**src/rtl/node_status_response_parser_macros.svh**
```systemverilog
// Assertion macros shared by the name status response parser RTL.
// No dependencies; included by the modules that carry assertions.
`ifndef NODE_STATUS_RESPONSE_PARSER_MACROS_SVH
`define NODE_STATUS_RESPONSE_PARSER_MACROS_SVH
`ifndef SYNTHESIS
// Expression must hold at every clock edge outside reset.
`define NSRP_ASSERT(lbl, clk, rst, expr) \
   lbl: assert property (@(posedge clk) disable iff (rst) (expr)) \
      else $error("nsrp assertion failed");
// Consequent must hold in the same cycle as the antecedent.
`define NSRP_ASSERT_IMPLY(lbl, clk, rst, ante, cons) \
   lbl: assert property (@(posedge clk) disable iff (rst) (ante) |-> (cons)) \
      else $error("nsrp assertion failed");
// Consequent must hold in the cycle after the antecedent.
`define NSRP_ASSERT_NEXT(lbl, clk, rst, ante, cons) \
   lbl: assert property (@(posedge clk) disable iff (rst) (ante) |=> (cons)) \
      else $error("nsrp assertion failed");
`else
`define NSRP_ASSERT(lbl, clk, rst, expr)
`define NSRP_ASSERT_IMPLY(lbl, clk, rst, ante, cons)
`define NSRP_ASSERT_NEXT(lbl, clk, rst, ante, cons)
`endif
`endif

```
**src/rtl/nsrp_pkg.sv**
```systemverilog
// Types and constants of the name status response parser.
// No dependencies; imported by every module of the block.
package nsrp_pkg;

   // Datagram layout.
   localparam int unsigned COUNT_W = 11;
   localparam logic [COUNT_W-1:0] COUNT_MAX      = 11'd2047;
   localparam logic [COUNT_W-1:0] TRN_END_POS    = 11'd2;
   localparam logic [COUNT_W-1:0] TYPE_POS       = 11'd46;
   localparam logic [COUNT_W-1:0] TYPE_LOW_POS   = 11'd47;
   localparam logic [COUNT_W-1:0] COUNT_POS      = 11'd56;
   localparam logic [COUNT_W-1:0] NAMES_POS      = 11'd57;
   localparam logic [COUNT_W-1:0] MIN_TYPED_LEN  = 11'd48;
   localparam logic [12:0]        FIXED_LEN      = 13'd103;
   localparam logic [15:0]        STATUS_RECORD_TYPE = 16'h0021;

   // Positions within one name entry.
   localparam logic [4:0] NAME_BYTES     = 5'd15;
   localparam logic [4:0] SUFFIX_POS     = 5'd15;
   localparam logic [4:0] FLAGS_HIGH_POS = 5'd16;
   localparam logic [4:0] LAST_ENTRY_POS = 5'd17;
   localparam logic [4:0] UNIT_ID_BYTES  = 5'd6;

   localparam logic [9:0] MAX_BYTES_RESET = 10'd576;

   typedef enum logic [1:0] {
      KIND_NAME_BYTE  = 2'd0,
      KIND_ENTRY_END  = 2'd1,
      KIND_PACKET_END = 2'd2
   } kind_type;

   typedef enum logic [1:0] {
      STATUS_OK        = 2'd0,
      STATUS_TOO_LONG  = 2'd1,
      STATUS_BAD_TYPE  = 2'd2,
      STATUS_BAD_LEN   = 2'd3
   } status_type;

   typedef struct packed {
      logic [7:0] in_byte;
      logic       in_last;
   } req_type;

   typedef struct packed {
      kind_type   kind;
      logic [7:0] entry_index;
      logic [7:0] data_byte;
      logic       group_flag;
      logic [1:0] owner_type;
      logic       deregister_flag;
      logic       conflict_flag;
      logic       active_flag;
      logic       permanent_flag;
      status_type status;
      logic [47:0] hw_address;
      logic [15:0] transaction_id;
   } rsp_type;

endpackage

```
**src/rtl/node_status_response_parser.sv**
```systemverilog
// Channel  Direction  Word         Handshake
// req      in         req_type     req_valid / req_stall
// rsp      out        rsp_type     rsp_valid / rsp_stall
// csr      in         10-bit limit csr_valid / csr_ready
//
// One datagram byte is taken every cycle unless req_stall is high; its result,
// if any, reaches the rsp port from the result register, via the skid entry
// when that register is held. Throughput is one word per cycle while req_stall
// is low; nsrp_parse forms the result combinationally for that register.
// Synchronous active-high reset clears capture state and sets the length limit
// to 576. A stalled result is held and one more is parked in the skid entry;
// req_stall rises only while that entry is occupied.
// Top level of the name status response parser.
// Depends on nsrp_pkg, nsrp_parse and nsrp_skid.
module node_status_response_parser import nsrp_pkg::*; (
   input  logic       clock,
   input  logic       reset,
   input  logic       req_valid,
   output logic       req_stall,
   input  req_type    req_data,
   output logic       rsp_valid,
   input  logic       rsp_stall,
   output rsp_type    rsp_data,
   input  logic       csr_valid,
   output logic       csr_ready,
   input  logic [9:0] csr_data
);

   logic [9:0] max_limit_ff;
   logic       accept;
   logic       res_valid;
   rsp_type    res_word;
   logic       skid_full;

   // Length limit register; writes are always taken.
   assign csr_ready = 1'b1;

   always_ff @(posedge clock) begin
      if (reset) begin
         max_limit_ff <= MAX_BYTES_RESET;
      end else if (csr_valid && csr_ready) begin
         max_limit_ff <= csr_data;
      end
   end

   // The input stalls only while the skid entry holds a word.
   assign req_stall = skid_full;
   assign accept    = req_valid && !req_stall;

   nsrp_parse u_parse (
      .clock     (clock),
      .reset     (reset),
      .accept    (accept),
      .req_word  (req_data),
      .max_bytes (max_limit_ff),
      .res_valid (res_valid),
      .res_word  (res_word)
   );

   nsrp_skid u_skid (
      .clock     (clock),
      .reset     (reset),
      .in_valid  (res_valid),
      .in_word   (res_word),
      .full      (skid_full),
      .rsp_valid (rsp_valid),
      .rsp_data  (rsp_data),
      .rsp_stall (rsp_stall)
   );

endmodule

```
**src/rtl/nsrp_parse.sv**
```systemverilog
// Field capture and result formation for one datagram byte.
// Depends on nsrp_pkg and the assertion macro header.
`include "node_status_response_parser_macros.svh"

module nsrp_parse import nsrp_pkg::*; (
   input  logic       clock,
   input  logic       reset,
   input  logic       accept,
   input  req_type    req_word,
   input  logic [9:0] max_bytes,
   output logic       res_valid,
   output rsp_type    res_word
);

   logic [COUNT_W-1:0] byte_count_ff, byte_count_in;
   logic [15:0] trn_id_ff, trn_id_in;
   logic [15:0] record_type_ff, record_type_in;
   logic [7:0]  name_count_ff, name_count_in;
   logic [7:0]  entry_counter_ff, entry_counter_in;
   logic [4:0]  entry_byte_pos_ff, entry_byte_pos_in;
   logic [7:0]  suffix_ff, suffix_in;
   logic [7:0]  flags_high_ff, flags_high_in;
   logic [47:0] unit_id_ff, unit_id_in;
   logic        type_error_ff, type_error_in;
   logic        too_long_ff, too_long_in;

   logic [COUNT_W-1:0] pos;
   logic [COUNT_W-1:0] len;
   logic [12:0] expect_len;
   logic        in_body;
   logic        in_entries;
   logic        emit;
   status_type  status;

   // Per-byte update of the captured header fields and entry position.
   always_comb begin
      pos = byte_count_ff;
      len = (byte_count_ff < COUNT_MAX) ? byte_count_ff + 11'd1 : byte_count_ff;
      byte_count_in = len;

      too_long_in   = too_long_ff | (len > {1'b0, max_bytes});
      trn_id_in     = trn_id_ff;
      record_type_in = record_type_ff;
      type_error_in = type_error_ff;
      name_count_in = name_count_ff;
      entry_counter_in = entry_counter_ff;
      entry_byte_pos_in = entry_byte_pos_ff;
      suffix_in     = suffix_ff;
      flags_high_in = flags_high_ff;
      unit_id_in    = unit_id_ff;

      in_body    = (pos >= NAMES_POS);
      in_entries = in_body && (entry_counter_ff < name_count_ff);
      emit       = !type_error_ff && !too_long_in && !req_word.in_last;

      res_valid = 1'b0;
      res_word  = '0;

      if (pos < TRN_END_POS) begin
         trn_id_in = {trn_id_ff[7:0], req_word.in_byte};
      end else if (pos == TYPE_POS || pos == TYPE_LOW_POS) begin
         record_type_in = {record_type_ff[7:0], req_word.in_byte};
         if (pos == TYPE_LOW_POS && record_type_in != STATUS_RECORD_TYPE) begin
            type_error_in = 1'b1;
         end
      end else if (pos == COUNT_POS) begin
         name_count_in = req_word.in_byte;
      end else if (in_entries) begin
         if (entry_byte_pos_ff < NAME_BYTES) begin
            res_valid            = emit;
            res_word.kind        = KIND_NAME_BYTE;
            res_word.entry_index = entry_counter_ff;
            res_word.data_byte   = req_word.in_byte;
            entry_byte_pos_in    = entry_byte_pos_ff + 5'd1;
         end else if (entry_byte_pos_ff == SUFFIX_POS) begin
            suffix_in         = req_word.in_byte;
            entry_byte_pos_in = entry_byte_pos_ff + 5'd1;
         end else if (entry_byte_pos_ff == FLAGS_HIGH_POS) begin
            flags_high_in     = req_word.in_byte;
            entry_byte_pos_in = entry_byte_pos_ff + 5'd1;
         end else begin
            res_valid                = emit;
            res_word.kind            = KIND_ENTRY_END;
            res_word.entry_index     = entry_counter_ff;
            res_word.data_byte       = suffix_ff;
            res_word.group_flag      = flags_high_ff[7];
            res_word.owner_type      = flags_high_ff[6:5];
            res_word.deregister_flag = flags_high_ff[4];
            res_word.conflict_flag   = flags_high_ff[3];
            res_word.active_flag     = flags_high_ff[2];
            res_word.permanent_flag  = flags_high_ff[1];
            entry_counter_in         = entry_counter_ff + 8'd1;
            entry_byte_pos_in        = '0;
         end
      end else if (in_body && entry_byte_pos_ff < UNIT_ID_BYTES) begin
         unit_id_in        = {unit_id_ff[39:0], req_word.in_byte};
         entry_byte_pos_in = entry_byte_pos_ff + 5'd1;
      end

      // Expected length is 103 plus 18 bytes per name entry.
      expect_len = FIXED_LEN + {1'b0, name_count_in, 4'b0000}
                 + {4'b0000, name_count_in, 1'b0};

      if (too_long_in) begin
         status = STATUS_TOO_LONG;
      end else if (type_error_in || len < MIN_TYPED_LEN) begin
         status = STATUS_BAD_TYPE;
      end else if ({2'b00, len} != expect_len) begin
         status = STATUS_BAD_LEN;
      end else begin
         status = STATUS_OK;
      end

      // The final byte reports the packet and clears all capture state.
      if (req_word.in_last) begin
         res_valid               = 1'b1;
         res_word                = '0;
         res_word.kind           = KIND_PACKET_END;
         res_word.status         = status;
         res_word.hw_address     = unit_id_in;
         res_word.transaction_id = trn_id_in;
         byte_count_in     = '0;
         trn_id_in         = '0;
         record_type_in    = '0;
         name_count_in     = '0;
         entry_counter_in  = '0;
         entry_byte_pos_in = '0;
         suffix_in         = '0;
         flags_high_in     = '0;
         unit_id_in        = '0;
         type_error_in     = 1'b0;
         too_long_in       = 1'b0;
      end

      res_valid = res_valid & accept;
   end

   // Capture state advances only on an accepted word.
   always_ff @(posedge clock) begin
      if (reset) begin
         byte_count_ff     <= '0;
         trn_id_ff         <= '0;
         record_type_ff    <= '0;
         name_count_ff     <= '0;
         entry_counter_ff  <= '0;
         entry_byte_pos_ff <= '0;
         suffix_ff         <= '0;
         flags_high_ff     <= '0;
         unit_id_ff        <= '0;
         type_error_ff     <= 1'b0;
         too_long_ff       <= 1'b0;
      end else if (accept) begin
         byte_count_ff     <= byte_count_in;
         trn_id_ff         <= trn_id_in;
         record_type_ff    <= record_type_in;
         name_count_ff     <= name_count_in;
         entry_counter_ff  <= entry_counter_in;
         entry_byte_pos_ff <= entry_byte_pos_in;
         suffix_ff         <= suffix_in;
         flags_high_ff     <= flags_high_in;
         unit_id_ff        <= unit_id_in;
         type_error_ff     <= type_error_in;
         too_long_ff       <= too_long_in;
      end
   end

   `NSRP_ASSERT(a_entry_pos_range, clock, reset, entry_byte_pos_ff <= LAST_ENTRY_POS)
   `NSRP_ASSERT(a_entry_count_bound, clock, reset, entry_counter_ff <= name_count_ff)
   `NSRP_ASSERT_NEXT(a_clear_after_last, clock, reset, accept && req_word.in_last,
      byte_count_ff == '0 && entry_counter_ff == '0 && !too_long_ff)

endmodule

```
**src/rtl/nsrp_skid.sv**
```systemverilog
// Result register with one skid entry between the parser and the result port.
// Depends on nsrp_pkg and the assertion macro header.
`include "node_status_response_parser_macros.svh"

module nsrp_skid import nsrp_pkg::*; (
   input  logic    clock,
   input  logic    reset,
   input  logic    in_valid,
   input  rsp_type in_word,
   output logic    full,
   output logic    rsp_valid,
   output rsp_type rsp_data,
   input  logic    rsp_stall
);

   logic    out_valid_ff, out_valid_in;
   logic    skid_valid_ff, skid_valid_in;
   rsp_type out_ff, out_in;
   rsp_type skid_ff, skid_in;
   logic    out_take;

   // Route a new word to the output register, or park it when that is held.
   always_comb begin
      out_take      = out_valid_ff && !rsp_stall;
      out_valid_in  = out_valid_ff;
      skid_valid_in = skid_valid_ff;
      out_in        = out_ff;
      skid_in       = skid_ff;
      if (skid_valid_ff) begin
         if (out_take) begin
            out_in        = skid_ff;
            skid_valid_in = 1'b0;
         end
      end else if (in_valid) begin
         if (!out_valid_ff || out_take) begin
            out_in       = in_word;
            out_valid_in = 1'b1;
         end else begin
            skid_in       = in_word;
            skid_valid_in = 1'b1;
         end
      end else if (out_take) begin
         out_valid_in = 1'b0;
      end
   end

   always_ff @(posedge clock) begin
      if (reset) begin
         out_valid_ff  <= 1'b0;
         skid_valid_ff <= 1'b0;
      end else begin
         out_valid_ff  <= out_valid_in;
         skid_valid_ff <= skid_valid_in;
      end
   end

   // Payload registers carry no reset.
   always_ff @(posedge clock) begin
      out_ff  <= out_in;
      skid_ff <= skid_in;
   end

   assign full      = skid_valid_ff;
   assign rsp_valid = out_valid_ff;
   assign rsp_data  = out_ff;

   `NSRP_ASSERT_IMPLY(a_skid_needs_out, clock, reset, skid_valid_ff, out_valid_ff)
   `NSRP_ASSERT_IMPLY(a_no_word_when_full, clock, reset, skid_valid_ff, !in_valid)
   `NSRP_ASSERT_IMPLY(a_skid_fill, clock, reset, $rose(skid_valid_ff),
      $past(out_valid_ff && rsp_stall))

endmodule
```
**config.mk**
```make
export PLATFORM = sky130hd
export DESIGN_NAME = node_status_response_parser
export DESIGN_NICKNAME = d
export VERILOG_FILES = /design/src/rtl/nsrp_pkg.sv /design/src/rtl/node_status_response_parser.sv /design/src/rtl/nsrp_parse.sv /design/src/rtl/nsrp_skid.sv
export VERILOG_INCLUDE_DIRS = /design/src /design/src/rtl
export SDC_FILE = /design/constraint.sdc
export NUM_CORES = 1
export LEC_CHECK = 0
export ABC_AREA = 0
export BUFFER_PORTS_ARGS = -buffer_cell sky130_fd_sc_hd__buf_2
export CORE_MARGIN = 2
export CORE_UTILIZATION = 65
export CTS_CLUSTER_DIAMETER = 60
export DETAILED_ROUTE_END_ITERATION = 12
export GPL_ROUTABILITY_DRIVEN = 0
export GPL_TIMING_DRIVEN = 0
export PLACE_DENSITY = 0.86
export SKIP_CTS_REPAIR_TIMING = 1
export SLEW_MARGIN = 10
export SYNTH_ARGS = -nofsm -noshare
export SYNTH_HDL_FRONTEND = slang
export SYNTH_SLANG_ARGS = --single-unit
```
**constraint.sdc**
```tcl
create_clock -name clock -period 23.6 [get_ports clock]
set_clock_uncertainty 0.15 [all_clocks]
set_input_delay 4.72 -clock clock [delete_from_list [all_inputs] [get_ports clock]]
set_output_delay 4.72 -clock clock [all_outputs]
set_load 0.02 [all_outputs]
```
==> summary.md, run 1 <==
| Metric | Value |
|---|---|
| Netlist cell types | 79 |
| Worst EP required | 23.77 ns |
| CTS tree | done |
| Primary FF master, synth | edfxtp_1 |
| Max Fclk | 130 MHz |
| Nature of the critical path startpoint | input port |
| Final Instance Area | 16400 um2 |
| Largest net degree at the start of global routing | 35 |
| Gr usage total | approximately 30% |
| Clk slew on worst S/H paths | 0.06 ns |
| Setup-failing EPs final | 0 |
| Drt pass-1 iters | 5 |
| Wire per inst | 20.2 um |
| Critical path class | in2reg |
| Hold path start | u_parse.flags_high_ff[4] |
| CP max stage cell | or4_1 |
| Place WS | approximately 15 ns |
| Cell Area, Synth | 14400 um2 |
| Maximum vdd drop | 57.0 uV |
| Placed wire-length estimate | roughly 25000 um |
| Avg Cell Area, Syn | 11.2 um2 |
| Max-cap violations | 0 |
| Largest area contributor in the netlist | edfxtp_1 |
| Die Span Y | 153 um |
| WL final | 35300 um |
| Worst-margin pin slew | 0.958 ns |
| Clk sinks | about 320 |
| Total gr overflow | 0 |
| Max Buffers Root-to-Sink | 3 |
| WHS | about 0.32 ns |
| Filler instances | 1401 |
| FF-to-FF path depth | 16 |
| Status | finished clean |
| Max transition margin | 36.1% |
| Crit path max fanout | 6 |
| Period utilization | 32.5% |
| Clk_lat worst skew | 0.57 ns |
| Row Count | 54 |
| Crit path buf inv count | 1 |
| Post-synthesis register bit count | around 320 |
| Endpoints failing hold | 0 |
| WHS Path Cells | 1 |
| Worst Setup Slack, final | 15.92 ns |
| IO Pins | between 100 and 150 |
| Reg2Reg Setup Slack | 18.47 ns |
| CTS Buf Count | 31 |
| EDFF count, synth | 182 |
| CTS H-tree depth | 1 |
| DRC Markers | 0 |
| Arrival time at the worst endpoint | 7.85 ns |
| Area Overhead vs Synth | 14.1% |
| Slew Limit Fails | 0 |
| DR vias | 10900 |
| Vias in the first global route | 10700 |
| Post-route ant nets | 0 |
| Initial Util | about two thirds |
| Critical Path Most Common Cell | xnor2_1 |
| Pwr Density | 69.2 nW/um2 |
| Async S/R FF share, synth | 0% |
| Setup_tns | 0 ns |
| Synth area leaders | edfxtp_1, dfxtp_1, mux2i_1 |
| Worst setup EP type | flip-flop |
| Crit path time final | roughly 7.7 ns |
| Number of I/O port buffers | ~120 |
| Initial antenna violation count | 0 |
| First-pass GRT wire length | between 50000 and 60000 um |
| Hold Path Sink | u_parse.flags_high_ff[4] |
| Critical-path cell list | buf_2 > mux2_2 > ha_1 > fa_1 > a31oi_1 > a22oi_1 > xnor2_1 > xnor2_1 > or4_1 > nor4_2 > o21ai_1 > a22o_1 |
| Top delay family on crit path | compound AO/OA/AOI/OAI gates |
| Share of cells above drive strength 1 | 17.2% |
| Syn nets | ~1300 |
| Reg-to-Reg Start | u_parse.byte_count_ff[8] |
| Max incr delay on CP | 0.42 ns |
| ANT cells | 0 |
| 1st-iter DRT viols | approximately 1100 |
| Unrepaired setup endpoints after global routing | no |
| Core area | ~22000 um2 |
| Die ar. | 23300 um2 |
| Leak | around 6.6 nW |
| Root Buffer | clkbuf_16 |
| Synth top area share | 38.0% |
| Seq/Total Area, Yosys | 56.5% |
| Die Span X | 153 um |
| Placement-stage cell area | 15400 um2 |
| Crit Reg-Reg Endpoint | u_skid.rsp_data[64] |
| Drt via density | 6.27 |
| Leading cell type by number of instances after synthesis | edfxtp_1 |
| Yosys warning total | 0 |
| Nets | 1499 |
| Synth top cells by count | edfxtp_1, nor2_1, dfxtp_1 |
| Hold Path Class | reg2reg |
| Syn Inst Count | 1284 |
layout by cell type (no fill, tap or decap), types with 4 or more instances in the layout:
| cell type | instances |
|---|---|
| and2_1 | 22 |
| buf_6 | 4 |
| clkinv_1 | 5 |
| o32ai_2 | 7 |
| a21o_1 | 8 |
| o32ai_1 | 4 |
| edfxtp_1 | 182 |
| o211ai_1 | 8 |
| o21ai_0 | 13 |
| inv_1 | 36 |
| nor2b_1 | 13 |
| clkbuf_1 | 64 |
| nand2b_1 | 8 |
| o2bb2ai_1 | 8 |
| a22o_1 | 42 |
| nor3_1 | 6 |
| nor4_1 | 5 |
| xnor2_1 | 13 |
| mux2_2 | 28 |
| o21a_1 | 4 |
| inv_2 | 4 |
| mux2i_1 | 86 |
| o21ai_1 | 54 |
| a31oi_1 | 4 |
| and3_1 | 11 |
| o31ai_1 | 19 |
| buf_12 | 5 |
| a21oi_1 | 38 |
| nand2_1 | 123 |
| buf_2 | 127 |
| nand4_1 | 10 |
| nor2_1 | 152 |
| ha_1 | 37 |
| a22oi_1 | 44 |
| nand3_1 | 22 |
| dfxtp_1 | 133 |
| clkbuf_16 | 32 |
| buf_1 | 4 |
metrics by stage:
step           utilization [%]  cells  power [mW]
2_1_floorplan                -   1284       0.644
3_3_place_gp              70.4   1679       0.665
3_5_place_dp              71.0   1684       0.668
4_1_cts                   75.5   1742        1.14
5_1_grt                   75.5   1742        1.17
6_report                  75.5   1742        1.14
per-layer routing:
layer	share of wire, %	track usage, %	up-vias
met5	0	0	-
met4	4.8	13.2	0
met3	8.5	5.15	134
met2	47	49.3	584
met1	40	39.1	5194
li1	-	-	5009
layout make-up:
class                           instances  area, um2  area share (%)
Clock inverter                         12        105           0.640
Tap cell                              280        350            2.13
Clock buffer                           46        883            5.38
Sequential cell                       315       8130            49.5
Inverter                               41        154           0.937
Multi-Input combinational cell        852       5790            35.2
Buffer                                 76        342            2.08
Timing Repair Buffer                  120        676            4.11
power by group:
group	leakage (nW)	switching (mW)	internal [mW]	total, mW
clock	0.478	0.209	0.271	0.480
sequential	2.76	0.00399	0.589	0.593
combinational	3.32	0.0467	0.0180	0.0647
cells by family after synthesis:
group                    synth area share, %
AO/OA/AOI/OAI                           14.1
XOR/XNOR                                1.07
adder cells (fa/ha/maj)                 3.36
buffers and inverters                   3.44
flip-flops                              56.5
multiplexers                            8.28
other                                 0.0261
AND/OR/NAND/NOR                         13.2
state kept, by name (all words and copies together), names as in the netlist:
register                   cells
max_limit_ff                  10
u_parse.byte_count_ff         11
u_parse.entry_byte_pos_ff      5
u_parse.entry_counter_ff       8
u_parse.flags_high_ff          7
u_parse.name_count_ff          8
u_parse.record_type_ff         8
u_parse.suffix_ff              8
u_parse.too_long_ff            1
u_parse.trn_id_ff             16
u_parse.type_error_ff          1
u_parse.unit_id_ff            48
u_skid.full                    1
u_skid.rsp_data               91
u_skid.rsp_valid               1
u_skid.skid_ff                91
worst max path at each step:
stage	from	depth (start not counted)	to	slack, ns
2_1_floorplan	req_data[0]	6	u_skid.rsp_data[0]	12.90
3_3_place_gp	req_data[0]	7	u_skid.rsp_data[35]	10.77
3_5_place_dp	req_data[1]	12	u_skid.rsp_data[64]	15.41
4_1_cts	req_data[1]	12	u_skid.rsp_data[64]	16.00
5_1_grt	req_data[1]	12	u_skid.rsp_data[64]	15.82
6_report	req_data[1]	12	u_skid.rsp_data[64]	15.92
Note: power is estimated with default switching activity, not from simulation.
==> run 2, diff against run 1 <==
--- a/config.mk
+++ b/config.mk
@@ -6,15 +6,15 @@
 export SDC_FILE = /design/constraint.sdc
 export NUM_CORES = 1
 export LEC_CHECK = 0
-export ABC_AREA = 0
+export ABC_AREA = 1
 export BUFFER_PORTS_ARGS = -buffer_cell sky130_fd_sc_hd__buf_2
 export CORE_MARGIN = 2
-export CORE_UTILIZATION = 65
+export CORE_UTILIZATION = 55
 export CTS_CLUSTER_DIAMETER = 60
 export DETAILED_ROUTE_END_ITERATION = 12
 export GPL_ROUTABILITY_DRIVEN = 0
 export GPL_TIMING_DRIVEN = 0
-export PLACE_DENSITY = 0.86
+export PLACE_DENSITY = 0.77
 export SKIP_CTS_REPAIR_TIMING = 1
 export SLEW_MARGIN = 10
 export SYNTH_ARGS = -nofsm -noshare
==> constraint.sdc (replaced) <==
create_clock -name clock -period 6.6 [get_ports clock]
set_clock_uncertainty 0.15 [all_clocks]
set_input_delay 1.32 -clock clock [delete_from_list [all_inputs] [get_ports clock]]
set_output_delay 1.32 -clock clock [all_outputs]
set_load 0.02 [all_outputs]
==> run 2 against run 1 <==
Against the previous run:
- worst setup slack got worse by 14 ns
- via count rose by 18%
- highest routed layer unchanged
- largest cell class unchanged
- register-to-register slack got worse by 16 ns
- first-iteration DRC count rose by 29%
- sequential power rose to 3.6 times the previous value
- area after synthesis rose by 4.8%
- power rose to 3.6 times the previous value
- critical path depth rose by 6
==> summary.md, run 2 <==
| Metric | Value |
|---|---|
| Core area | 27000 um2 (was 21800 um2) |
| Netlist cell types | 46 (was 79) |
| Commonest non-fill, non-tap cells in the layout | nand2_1, nor2_1, edfxtp_1 (was edfxtp_1, nor2_1, dfxtp_1) |
| Status | finished clean (unchanged) |
| Synth top area share | 36.2% (was 38.0%) |
| Clk sinks | 315 (unchanged) |
| Syn Inst Count | 1827 (was 1284) |
| Gate power share | 5.8% (was 5.7%) |
| Worst setup EP type | flip-flop (unchanged) |
| Leading cell type by number of instances after synthesis | nand2_1 (was edfxtp_1) |
| Total gr overflow | 0 (unchanged) |
| CP max stage cell | a21oi_4 (was or4_1) |
| Crit path buf inv count | 4 (was 1) |
| EDFF count, synth | 182 (unchanged) |
| Max Buffers Root-to-Sink | 3 (unchanged) |
| DRC Markers | 0 (unchanged) |
| Largest area contributor in the netlist | edfxtp_1 (unchanged) |
| Die Span Y | 170 um (was 153 um) |
| Yosys warning total | 0 (unchanged) |
| Internal | 3.19 mW (was 0.878 mW) |
| Period utilization | 70.1% |
| Top delay family on crit path | simple AND/OR/NAND/NOR gates (was compound AO/OA/AOI/OAI gates) |
| FF-to-FF path depth | 18 (was 16) |
| WL final | 38000 um (was 35300 um) |
| Arrival time at the worst endpoint | 4.68 ns (was 7.85 ns) |
| Max incr delay on CP | 0.78 ns (was 0.42 ns) |
| Gr usage total | 26.3% (was 29.9%) |
| 1st-iter DRT viols | 1427 (was 1107) |
| Setup_tns | 0 ns (unchanged) |
| Initial Util | 56.0% (was 66.1%) |
| Seq/Total Area, Yosys | 53.9% (was 56.5%) |
| Crit Reg-Reg Endpoint | u_skid.rsp_data[6] (was u_skid.rsp_data[64]) |
| Initial antenna violation count | 0 (unchanged) |
| Avg Cell Area, Syn | 8.26 um2 (was 11.2 um2) |
| Reg2Reg Setup Slack | 1.97 ns (was 18.47 ns) |
| Post-synthesis register bit count | 315 (unchanged) |
| Die Span X | 170 um (was 153 um) |
| Reg-to-Reg Start | u_parse.byte_count_ff[1] (was u_parse.byte_count_ff[8]) |
| Crit. Startpoint | u_parse.byte_count_ff[1] (was req_data[1]) |
| CTS tree | done (unchanged) |
| Post-Layout Cell Count | 2348 (was 1742) |
| Seq pwr share | 51.1% (was 52.1%) |
| Sw Share | 22.9% (was 22.8%) |
| Slew Limit Fails | 0 (unchanged) |
| Drt pass-1 iters | 6 (was 5) |
| Critical-path cell list | ha_1 > inv_1 > nor2_1 > nand2_1 > nand2_1 > nand3_1 > ha_1 > nand2_1 > inv_1 > a221oi_1 > nand2_1 > nand2_1 > nand2_1 > o21ai_1 > nand2_1 > a21oi_4 > buf_16 > buf_12 (was buf_2 > mux2_2 > ha_1 > fa_1 > a31oi_1 > a22oi_1 > xnor2_1 > xnor2_1 > or4_1 > nor4_2 > o21ai_1 > a22o_1) |
| Endpoints failing hold | 0 (unchanged) |
| Row Count | 60 (was 54) |
| Unrepaired setup endpoints after global routing | no (unchanged) |
| P_sw | 0.945 mW (was 0.259 mW) |
| Clk slew on worst S/H paths | 0.06 ns (about the same) |
| Syn nets | 1889 (was 1346) |
| Crit path capture | u_skid.rsp_data[6] (was u_skid.rsp_data[64]) |
| Post-Place Cells | 2287 (was 1684) |
| Commonest non-fill, non-tap cell in the layout | nand2_1 (was edfxtp_1) |
| Synth top cells by count | nand2_1, nor2_1, edfxtp_1 (was edfxtp_1, nor2_1, dfxtp_1) |
| Crit path time final | 4.63 ns |
| DR vias | 12900 (was 10900) |
| Clk pwr share | 43.1% (was 42.2%) |
| Post-route ant nets | 0 (unchanged) |
| Hold Path Class | reg2reg (unchanged) |
| Placed wire-length estimate | 27300 um (was 24800 um) |
| Clk_lat worst skew | 0.51 ns (was 0.57 ns) |
| Worst-margin pin slew | 0.949 ns (was 0.958 ns) |
| Placement-stage cell area | 16200 um2 (was 15400 um2) |
| ANT cells | 0 (unchanged) |
| Max transition margin | 36.6% (was 36.1%) |
| Leak | 6.88 nW (was 6.55 nW) |
| CTS H-tree depth | 2 (was 1) |
| Max-cap violations | 0 (unchanged) |
| Setup-failing EPs final | 0 (unchanged) |
| Die ar. | 28800 um2 (was 23300 um2) |
| Largest net degree at the start of global routing | 53 (was 35) |
| Share of cells above drive strength 1 | 10.8% (was 17.2%) |
| Final Instance Area | 17200 um2 (was 16400 um2) |
| Maximum vdd drop | 148 uV (was 57.0 uV) |
| Wire per inst | 16.2 um (was 20.2 um) |
| Max Fclk | approximately 220 MHz |
| Drt via density | 5.50 (was 6.27) |
| IO Pins | 118 (unchanged) |
| Number of I/O port buffers | 115 (unchanged) |
| Nature of the critical path startpoint | flip-flop (was input port) |
| Critical path depth in cells | 18 (was 12) |
| Root Buffer | clkbuf_16 (unchanged) |
| Cell Area, Synth | 15100 um2 (was 14400 um2) |
| Synth area leaders | edfxtp_1, dfxtp_1, nand2_1 (was edfxtp_1, dfxtp_1, mux2i_1) |
| Crit path max fanout | 32 (was 6) |
| Area Overhead vs Synth | 14.3% (was 14.1%) |
| WHS | 0.311 ns (was 0.315 ns) |
| Pwr Density | 240 nW/um2 (was 69.2 nW/um2) |
| Async S/R FF share, synth | 0% (unchanged) |
| Worst EP required | 6.65 ns (was 23.77 ns) |
| Critical Path Most Common Cell | nand2_1 (was xnor2_1) |
| Filler instances | 2220 (was 1401) |
| Critical path class | reg2reg (was in2reg) |
| CTS Buf Count | 34 (was 31) |
| Vias in the first global route | 11900 (was 10700) |
| Nets | 2044 (was 1499) |
| First-pass GRT wire length | 60200 um (was 55900 um) |
| Primary FF master, synth | edfxtp_1 (unchanged) |
[run 2: kinds of logic after synthesis]
| kind of cell | after synthesis | share of synthesized area [%] |
|---|---|---|
| simple gates | 935 | 26.0 |
| flops | 315 | 53.9 |
| compound gates | 265 | 9.47 |
| buf+inv | 264 | 6.91 |
| fa+ha+maj | 38 | 3.20 |
| xor+xnor | 9 | 0.523 |
| other cells | 1 | 0.0249 |
[run 2: per-layer routing]
| metal | wire [um] | track usage, % | up-vias |
|---|---|---|---|
| li1 | - | - | 6329 |
| met1 | 16200 | 35.3 | 5977 |
| met2 | 17500 | 42.6 | 501 |
| met3 | 2850 | 4.31 | 115 |
| met4 | 1480 | 10.9 | 0 |
| met5 | 0 | 0 | - |
[run 2: power by group through the flow]
stage | Combinational, mW | Clock (mW) | Sequential [mW]
after floorplan | 0.123 | 0 | 2.18
after global placement | 0.223 | 0 | 2.16
after detailed placement | 0.232 | 0 | 2.15
after CTS | 0.234 | 1.81 | 2.11
after global routing | 0.259 | 1.88 | 2.11
final | 0.238 | 1.78 | 2.11
[run 2: worst min-delay path, cell delays in order, from the launching register on]
cell and delay (ns):
dfxtp_1 0.30, nand2_1 0.06, a21oi_1 0.05
[run 2: worst min path at each step]
stage / to / slack, ns / startpoint / depth (start not counted)
after floorplan: max_limit_ff[1] / 0.29 / max_limit_ff[1] / 2
after global placement: u_parse.trn_id_ff[8] / 0.30 / u_parse.trn_id_ff[8] / 2
after detailed placement: u_parse.record_type_ff[7] / 0.30 / u_parse.record_type_ff[7] / 2
after CTS: u_parse.record_type_ff[7] / 0.31 / u_parse.record_type_ff[7] / 2
after global routing: u_parse.suffix_ff[4] / 0.32 / u_parse.suffix_ff[4] / 2
final: u_parse.trn_id_ff[10] / 0.31 / u_parse.trn_id_ff[10] / 2
[run 2: stage by stage]
stage          power (mW)  util (%)  setup WS (ns)
3_5_place_dp         2.39      60.1           2.07
6_report             4.13      64.0           1.97
2_1_floorplan        2.30         -           1.19
3_3_place_gp         2.38      59.7         -0.392
4_1_cts              4.16      64.0           2.03
5_1_grt              4.25      64.0           1.63
[run 2: layout make-up]
cell class,count,area [um2],share of cell area [%]
repair buffers,119,678,3.93
clock buffers,45,923,5.36
flip-flops and latches,315,8130,47.2
inverters,175,659,3.83
multi-input cells,1248,5920,34.4
plain buffers,89,385,2.24
clock inverters,16,111,0.646
well taps,341,427,2.48
